$ cat config.mk
export PLATFORM = sky130hd
export DESIGN_NAME = sorted_priority_queue_flat
export DESIGN_NICKNAME = d
export VERILOG_FILES = /design/src/hw/rtl/spq_pkg.sv /design/src/hw/rtl/spq_if.sv /design/src/hw/rtl/sorted_priority_queue.sv /design/src/hw/rtl/spq_cell.sv /design/src/flat_wrapper.sv
export SDC_FILE = /design/constraint.sdc
export NUM_CORES = 2
export LEC_CHECK = 0
export ABC_AREA = 1
export BUFFER_PORTS_ARGS = -buffer_cell sky130_fd_sc_hd__buf_4
export CAP_MARGIN = 20
export CORE_MARGIN = 2
export CORE_UTILIZATION = 45
export CTS_CLUSTER_DIAMETER = 50
export CTS_CLUSTER_SIZE = 28
export DETAILED_ROUTE_END_ITERATION = 8
export GPL_ROUTABILITY_DRIVEN = 0
export PLACE_DENSITY = 0.57
export SYNTH_ARGS = -nofsm -noshare
export SYNTH_HDL_FRONTEND = slang
export SYNTH_HIERARCHICAL = 1
export SYNTH_SLANG_ARGS = --single-unit
$ cat constraint.sdc
create_clock -name clk -period 14.5 [get_ports clk]
set_clock_uncertainty 0.15 [all_clocks]
set_input_delay 0.725 -clock clk [delete_from_list [all_inputs] [get_ports clk]]
set_output_delay 0.725 -clock clk [all_outputs]
set_load 0.02 [all_outputs]
$ cat src/hw/rtl/spq_pkg.sv
package spq_pkg;

  localparam int QUEUE_DEPTH_DEF = 16;
  localparam int VAL_W = 32;
  localparam int PRI_W = 8;
  localparam int OCC_W = 5;

  localparam logic [1:0] CMD_ENQUEUE = 2'd0;
  localparam logic [1:0] CMD_DEQUEUE = 2'd1;
  localparam logic [1:0] CMD_PEEK    = 2'd2;

  localparam logic [1:0] ST_OK    = 2'd0;
  localparam logic [1:0] ST_EMPTY = 2'd1;
  localparam logic [1:0] ST_FULL  = 2'd2;

  typedef struct packed {
    logic                    valid;
    logic signed [VAL_W-1:0] value;
    logic        [PRI_W-1:0] priority_req;
  } entry_t;

  typedef struct packed {
    logic                    enq;
    logic                    deq;
    logic signed [VAL_W-1:0] value;
    logic        [PRI_W-1:0] priority_req;
  } cell_ctl_t;

endpackage

$ cat src/hw/rtl/spq_if.sv
interface spq_in_if;
  logic                              valid;
  logic                              ready;
  logic [1:0]                        command;
  logic signed [spq_pkg::VAL_W-1:0]  value;
  logic        [spq_pkg::PRI_W-1:0]  priority_req;

  modport source (output valid, output command, output value, output priority_req,
                  input ready);
  modport sink (input valid, input command, input value, input priority_req,
                output ready);
endinterface

interface spq_out_if;
  logic                              valid;
  logic                              ready;
  logic signed [spq_pkg::VAL_W-1:0]  head_value;
  logic [1:0]                        status;
  logic [spq_pkg::OCC_W-1:0]         occupancy;

  modport source (output valid, output head_value, output status, output occupancy,
                  input ready);
  modport sink (input valid, input head_value, input status, input occupancy,
                output ready);
endinterface

$ cat src/hw/rtl/sorted_priority_queue.sv
// Channel   Dir  Payload                               Handshake
// in_ch     in   command, value, priority_req          valid/ready
// out_ch    out  head_value, status, occupancy         valid/ready
//
// One request per cycle unless a stalled result blocks it; its result appears in the output register in the next cycle.
// Every cell compares its priority with the new one in parallel and shifts in the same cycle.
// Synchronous active-low reset empties all cells at once.
// A stalled result holds and blocks the next request until taken.
module sorted_priority_queue #(
  parameter int QUEUE_DEPTH = spq_pkg::QUEUE_DEPTH_DEF
) (
  input  logic clk,
  input  logic rst_n,
  spq_in_if.sink    in_ch,
  spq_out_if.source out_ch
);

  localparam int CNT_W = $clog2(QUEUE_DEPTH + 1);

  spq_pkg::entry_t    ent  [QUEUE_DEPTH];
  logic               open [QUEUE_DEPTH];
  spq_pkg::cell_ctl_t ctl;

  logic [CNT_W-1:0]                 count_r, count_nxt;
  logic                             out_valid_r;
  logic signed [spq_pkg::VAL_W-1:0] out_head_r, out_head_nxt;
  logic [1:0]                       out_status_r, out_status_nxt;
  logic [spq_pkg::OCC_W-1:0]        out_occ_r;
  logic                             take, full, empty;

  assign in_ch.ready = !out_valid_r || out_ch.ready;
  assign take  = in_ch.valid && in_ch.ready;
  assign full  = (count_r == CNT_W'(QUEUE_DEPTH));
  assign empty = (count_r == '0);

  always_comb begin
    ctl.enq          = 1'b0;
    ctl.deq          = 1'b0;
    ctl.value        = in_ch.value;
    ctl.priority_req = in_ch.priority_req;
    count_nxt        = count_r;
    out_head_nxt     = '0;
    out_status_nxt   = spq_pkg::ST_OK;
    if (take) begin
      unique case (in_ch.command)
        spq_pkg::CMD_ENQUEUE: begin
          if (full) begin
            out_status_nxt = spq_pkg::ST_FULL;
          end else begin
            ctl.enq   = 1'b1;
            count_nxt = count_r + CNT_W'(1);
          end
        end
        spq_pkg::CMD_DEQUEUE, spq_pkg::CMD_PEEK: begin
          if (empty) begin
            out_status_nxt = spq_pkg::ST_EMPTY;
          end else begin
            out_head_nxt = ent[0].value;
            if (in_ch.command == spq_pkg::CMD_DEQUEUE) begin
              ctl.deq   = 1'b1;
              count_nxt = count_r - CNT_W'(1);
            end
          end
        end
        default: begin
        end
      endcase
    end
  end

  for (genvar i = 0; i < QUEUE_DEPTH; i++) begin : g_cell
    spq_pkg::entry_t left_ent, right_ent;
    logic            left_open;
    if (i == 0) begin : g_first
      assign left_ent  = '0;
      assign left_open = 1'b0;
    end else begin : g_mid
      assign left_ent  = ent[i-1];
      assign left_open = open[i-1];
    end
    if (i == QUEUE_DEPTH - 1) begin : g_last
      assign right_ent = '0;
    end else begin : g_inner
      assign right_ent = ent[i+1];
    end
    spq_cell u_cell (
      .clk       (clk),
      .rst_n     (rst_n),
      .ctl       (ctl),
      .left_ent  (left_ent),
      .left_open (left_open),
      .right_ent (right_ent),
      .ent       (ent[i]),
      .open      (open[i])
    );
  end

  always_ff @(posedge clk) begin
    if (!rst_n) begin
      count_r     <= '0;
      out_valid_r <= 1'b0;
    end else begin
      count_r <= count_nxt;
      if (take) begin
        out_valid_r <= 1'b1;
      end else if (out_ch.ready) begin
        out_valid_r <= 1'b0;
      end
    end
    if (take) begin
      out_head_r   <= out_head_nxt;
      out_status_r <= out_status_nxt;
      out_occ_r    <= spq_pkg::OCC_W'(count_nxt);
    end
  end

  assign out_ch.valid      = out_valid_r;
  assign out_ch.head_value = out_head_r;
  assign out_ch.status     = out_status_r;
  assign out_ch.occupancy  = out_occ_r;

endmodule

$ cat src/hw/rtl/spq_cell.sv
module spq_cell (
  input  logic                clk,
  input  logic                rst_n,
  input  spq_pkg::cell_ctl_t  ctl,
  input  spq_pkg::entry_t     left_ent,
  input  logic                left_open,
  input  spq_pkg::entry_t     right_ent,
  output spq_pkg::entry_t     ent,
  output logic                open
);

  logic                             valid_r, valid_nxt;
  logic signed [spq_pkg::VAL_W-1:0] value_r, value_nxt;
  logic        [spq_pkg::PRI_W-1:0] pri_r, pri_nxt;

  assign open = !valid_r || (pri_r < ctl.priority_req);
  assign ent  = '{valid: valid_r, value: value_r, priority_req: pri_r};

  always_comb begin
    valid_nxt = valid_r;
    value_nxt = value_r;
    pri_nxt   = pri_r;
    if (ctl.enq && open) begin
      if (left_open) begin
        valid_nxt = left_ent.valid;
        value_nxt = left_ent.value;
        pri_nxt   = left_ent.priority_req;
      end else begin
        valid_nxt = 1'b1;
        value_nxt = ctl.value;
        pri_nxt   = ctl.priority_req;
      end
    end else if (ctl.deq) begin
      valid_nxt = right_ent.valid;
      value_nxt = right_ent.value;
      pri_nxt   = right_ent.priority_req;
    end
  end

  always_ff @(posedge clk) begin
    if (!rst_n) begin
      valid_r <= 1'b0;
    end else begin
      valid_r <= valid_nxt;
    end
    value_r <= value_nxt;
    pri_r   <= pri_nxt;
  end

endmodule
$ cat src/flat_wrapper.sv
// flat-port wrapper written by rule: the top's interface ports become plain ports
module sorted_priority_queue_flat 
#(
  parameter int QUEUE_DEPTH = spq_pkg::QUEUE_DEPTH_DEF
)
  (clk, rst_n, in_ch_valid, in_ch_command, in_ch_value, in_ch_priority_req, in_ch_ready, out_ch_valid, out_ch_head_value, out_ch_status, out_ch_occupancy, out_ch_ready);
  spq_in_if in_ch_i ();
  spq_out_if out_ch_i ();
  input  logic clk;
  input  logic rst_n;
  input wire logic [$bits(in_ch_i.valid)-1:0] in_ch_valid;
  input wire logic [$bits(in_ch_i.command)-1:0] in_ch_command;
  input wire logic [$bits(in_ch_i.value)-1:0] in_ch_value;
  input wire logic [$bits(in_ch_i.priority_req)-1:0] in_ch_priority_req;
  output wire logic [$bits(in_ch_i.ready)-1:0] in_ch_ready;
  output wire logic [$bits(out_ch_i.valid)-1:0] out_ch_valid;
  output wire logic [$bits(out_ch_i.head_value)-1:0] out_ch_head_value;
  output wire logic [$bits(out_ch_i.status)-1:0] out_ch_status;
  output wire logic [$bits(out_ch_i.occupancy)-1:0] out_ch_occupancy;
  input wire logic [$bits(out_ch_i.ready)-1:0] out_ch_ready;
  assign in_ch_i.valid = in_ch_valid;
  assign in_ch_i.command = in_ch_command;
  assign in_ch_i.value = in_ch_value;
  assign in_ch_i.priority_req = in_ch_priority_req;
  assign in_ch_ready = in_ch_i.ready;
  assign out_ch_valid = out_ch_i.valid;
  assign out_ch_head_value = out_ch_i.head_value;
  assign out_ch_status = out_ch_i.status;
  assign out_ch_occupancy = out_ch_i.occupancy;
  assign out_ch_i.ready = out_ch_ready;
  sorted_priority_queue #(.QUEUE_DEPTH(QUEUE_DEPTH)) u_core (.clk(clk), .rst_n(rst_n), .in_ch(in_ch_i), .out_ch(out_ch_i));
endmodule
# Word level (Yosys, flattened, before mapping)
# Cells that the tools add are included.
dict set report op_classes {
  addsub 2
  n_lt_le_gt_ge 16
  eq_ne 3
  muxes 157
  bitwise 1
  n_reduce_logical 72
}
# op n
set op_table {}
lappend op_table {{$mux 32} 47}
lappend op_table {{$mux 8} 47}
lappend op_table {{$lt 8x8->1} 16}
lappend op_table {{$mux 1} 55}
lappend op_table {{$reduce_bool 2->1} 17}
lappend op_table {{$mux 5} 4}
lappend op_table {{$logic_and 1x1->1} 17}
lappend op_table {{$logic_not 1->1} 17}
lappend op_table {{$logic_or 1x1->1} 17}
lappend op_table {{$pmux 5 s2} 1}
lappend op_table {{$add 5x1->5 const B} 1}
lappend op_table {{$eq 5x5->1 const B} 1}
lappend op_table {{$logic_not 5->1} 1}
lappend op_table {{$sub 5x1->5 const B} 1}
lappend op_table {{$mux 2} 2}
lappend op_table {{$pmux 2 s2} 1}
lappend op_table {{$reduce_or 2->1} 2}
lappend op_table {{$eq 2x1->1 const B} 1}
lappend op_table {{$eq 2x2->1 const B} 1}
lappend op_table {{$logic_not 2->1} 1}
lappend op_table {{$not 1->1} 1}
dict set report totals {
  ff_bits 701
  inputBits 46
  output_inout_bits 41
  wordCells 304
}

# Depth between registers and ports, before layout
dict set report logic_depth {
  depth_word 7
  mapped_depth 15
  depth_no_buf 14
}

# Modules after synthesis
# The synthesis kept the hierarchy.
# module n_inst cells_per_inst area_each_um2 seq_area_each_um2
set by_module_without_submodules {}
lappend by_module_without_submodules {spq_cell 16 337 2452.4 1221.2}
lappend by_module_without_submodules {sorted_priority_queue 1 203 2006.9 1291.2}

# Least setup slack after synthesis
# Ideal clock, no wire load.
dict set report synth_timing {
  kind {input to register}
  start {input port in_ch_command[1]}
  end {register u_core/g_cell[0].u_cell/pri_r[0] (netlist bit) (enable)}
  setup_ps 398
  arrival_ps 4722
  required_ps 13952
  setup_slack_ps 9230
  cell_stages 7
  n_path_buf 1
  cell_sequence {inv_1 > ha_1 > nand2_1 > nor2_1 > nand2_4 > buf_2 > nand2_1}
}
# element line_no
set synth_rtl {}
lappend synth_rtl {{from (decl)} flat_wrapper.sv:12} ;# input wire logic [$bits(in_ch_i.command)-1:0] in_ch_command;
lappend synth_rtl {{to (signal assigned)} spq_cell.sv:47} ;# pri_r <= pri_nxt;
lappend synth_rtl {{to (decl)} spq_cell.sv:14} ;# logic [spq_pkg::PRI_W-1:0] pri_r, pri_nxt;

==> metrics.md <==
| Metric | Value |
|---|---|
| # IOs | 87 |
| Synth warnings | 6 |
| Vias in the first global route | 31,800 |
| Slew HR | 0.3114 |
| Synthesized area | 0.04124 mm^2 |
| H-tree depth | 3 |
| Setup crit end | u_core/g_cell[0].u_cell/value_r[17] |
| Most common cell after layout, fill and taps aside | nand2_1 |
| Synth Area in Adders | 0.03549 |
| Leakage power | 22.90 nW |
| Drt total wl | 99.94 mm |
| Most frequent cells in the layout | 3,866 x nand2_1, 679 x edfxtp_1, 242 x inv_1, 117 x buf_4, 117 x ha_1 |
| Max Slew Vio Count | 0 |
| CTS tree | yes |
| Hold crit path type | in2reg |
| Peak VDD IR | 0.08333 mV |
| CTS max path bufs | 3 |
| Starting Density | 0.4520 |
| Post-synthesis sequential area ratio | 0.5050 |
| Gr ovfl total | 0 |
| Pin count of the biggest net entering global routing | 51 |
| Final Hold Violating Endpoints | 0 |
| Routed wire per std cell | 14.47 um |
| Tmin final | 3955 ps |
| Largest family of logic cells by synthesized area | simple AND/OR/NAND/NOR gates |
| Final worst path period share | 0.2727 |
| Initial antenna violation count | 0 |
| Max-Cap Viols | 0 |
| Worst-skew pair later-pin latency | 660 ps |
| Total power | 5.711 mW |
| Worst R2R Path Depth | 9 |
| DRC | 0 |
| Status | completed |
| Req. time, crit path | 14,660 ps |
| Cell Pwr Density | 123.5 mW/mm^2 |
| Startpoint Class | register |
| Post-CTS sizing | 0 |
| # rows | 111 |
| Total Negative Setup Slacks | 0 ps |
| Root buffer cell | clkbuf_16 |
| ANT nets after route | 0 |
| CP cell instances | inv_1 -> ha_1 -> nand3_1 -> nand2_1 -> nor2_4 -> buf_4 -> nand2_4 -> nand2_1 -> buf_4 |
| Nets | 5,794 |
| Hpwl dp | 72.08 mm |
| Yosys reg bits | 701 |
| Port-buffer cells | 86 |
| Crit path from | u_core/count_r[0] |
| Non-Filler Instances | 6,909 |
| Worst reg2reg endpoint | u_core/g_cell[0].u_cell/value_r[17] |
| Max frequency | 0.2529 GHz |
| CTS Sinks | 701 |
| Main area contributors after synthesis | edfxtp_1 49%, nand2_1 35%, ha_1 3.5% |
| Die height | 306.7 um |
| Die width | 306.7 um |
| Simple-Gate Fraction of Synth Area | 0.3731 |
| Unique masters post-synth | 25 |
| Mux cell area share after synthesis | 0 |
| GR Util All Layers | 0.2147 |
| Clk slew on worst S/H paths | 50 ps |
| CP endpoint kind | register |
| Dpl cells | 6,708 |
| Reg2Reg Launch Point | u_core/count_r[0] |
| Via/cell ratio | 4.727 |
| Crit path arrival time | 4110 ps |
| # diodes | 0 |
| First-pass detailed-route iteration total | 5 |
| First-pass GRT wire length | 168.6 mm |
| Vias | 32,660 |
| Critical path class | reg2reg |
| Core box area | 0.09125 mm^2 |
| Critical Path Max Stage Delay | 690 ps |
| Synthesized instance count | 5,595 |
| Die area | 0.09409 mm^2 |
| Layout cells sized above 1 | 0.06168 |
| R2R setup slack | 10,550 ps |
| Final Setup Violations | 0 |
| Slowest CP cell | buf_4 |
| Area grow syn2layout | 12.16% |
| Syn_area_per_cell | 7.372 um^2 |
| Measured slew at the worst slew-check pin | 1027 ps |
| Post-CTS setup buffers | 0 |
| Num CTS Buffers | 105 |
| Synth Area in XOR/XNOR | 0.0002124 |
| Leading area contributor after synthesis | edfxtp_1 |
| Yosys top cell area share | 0.4944 |
| Fill cells | 9,031 |
| RSZ-0062 raised after global routing | false |
| Finished Core Util | 0.5070 |
| Crit Path Max Fanout | 44 |
| Hold Slack | 204.9 ps |
| Starting DRT DRC Count | 2,636 |
| Fraction of the mapped netlist area in compound gates | 0.02475 |
| Hold Buf Count CTS | 0 |
state kept, by name, summed over array words and instances, names as in the netlist:
signal and flops:
u_core/g_cell.u_cell/value_r 512, u_core/g_cell.u_cell/pri_r 128, u_core/out_ch.head_value 32, u_core/g_cell.u_cell/valid_r 16, u_core/count_r 5, u_core/out_ch.occupancy 5, u_core/out_ch.status 2, u_core/out_ch.valid 1
final cells by class:
| class | count | area (um^2) | area share |
|---|---|---|---|
| clock buffers | 129 | 2844 | 0.06148 |
| clock inverters | 70 | 910.9 | 0.01969 |
| inverters | 275 | 1032 | 0.02231 |
| multi-input cells | 4428 | 18210 | 0.3937 |
| flip-flops and latches | 701 | 20830 | 0.4503 |
| well taps | 1186 | 1484 | 0.03208 |
| repair buffers | 120 | 945.9 | 0.02045 |
per-stage QoR:
stage / worst slack, ps / cell area, um^2
final: 10550 / 46260
after global routing: 10260 / 46260
after CTS: 10540 / 46220
after detailed placement: 10030 / 42460
after global placement: 10140 / 42440
after floorplan: 9230 / 41560
how the worst min path moves through the flow:
stage	from	cells past startpoint	end	slack, ps
2_1_floorplan	u_core/g_cell[15].u_cell/valid_r	2	u_core/g_cell[15].u_cell/valid_r	330
3_3_place_gp	u_core/g_cell[15].u_cell/value_r[20]	2	u_core/g_cell[14].u_cell/value_r[20]	350
3_5_place_dp	u_core/g_cell[15].u_cell/value_r[11]	2	u_core/g_cell[14].u_cell/value_r[11]	350
4_1_cts	out_ch_ready	4	u_core/out_ch.valid	160
5_1_grt	out_ch_ready	4	u_core/out_ch.valid	190
6_report	out_ch_ready	4	u_core/out_ch.valid	200
cell usage after synthesis:
library cell	n
inv_2	17
a21oi_1	66
nand3_1	44
clkinv_1	16
nand3_4	1
o21a_1	16
ha_1	117
nand3_2	1
conb_1	1
nand2_2	17
buf_4	80
nand2_1	3866
xor2_1	1
nor2_1	77
edfxtp_1	679
clkbuf_1	64
nand2_4	17
o21ai_1	1
o21ai_0	113
nand4_1	4
inv_1	242
nor2_4	1
dfxtp_1	22
nor2_2	1
buf_2	131
cells by family (layout without fill, tap and decap cells):
group,count (synthesis),after routing
other,1,85
buffers and inverters,550,594
AND/OR/NAND/NOR,4029,4029
AO/OA/AOI/OAI,196,196
XOR/XNOR,1,1
adder cells (fa/ha/maj),117,117
flip-flops,701,701
per-layer routing:
| layer | part of all wire | global-route usage |
|---|---|---|
| met5 | 0 | 0 |
| met4 | 0.017 | 0.04560 |
| met2 | 0.43 | 0.3358 |
| met1 | 0.50 | 0.3185 |
| met3 | 0.052 | 0.02764 |
worst max-delay path: cells and delay by family (launching register included):
family	cells	cell delay, ps
DFF	1	410
adders and majority gates	1	290
and+or+nand+nor	5	1410
buffers and inverters	3	1280
power breakdown:
group / leakage [nW] / switching [mW] / internal, mW
clock network: 1.81 / 0.976 / 1.72
registers: 6.46 / 0.0588 / 2.37
logic: 14.6 / 0.404 / 0.182
total: 22.9 / 1.44 / 4.27
Note: power is estimated with default switching activity, not from simulation.
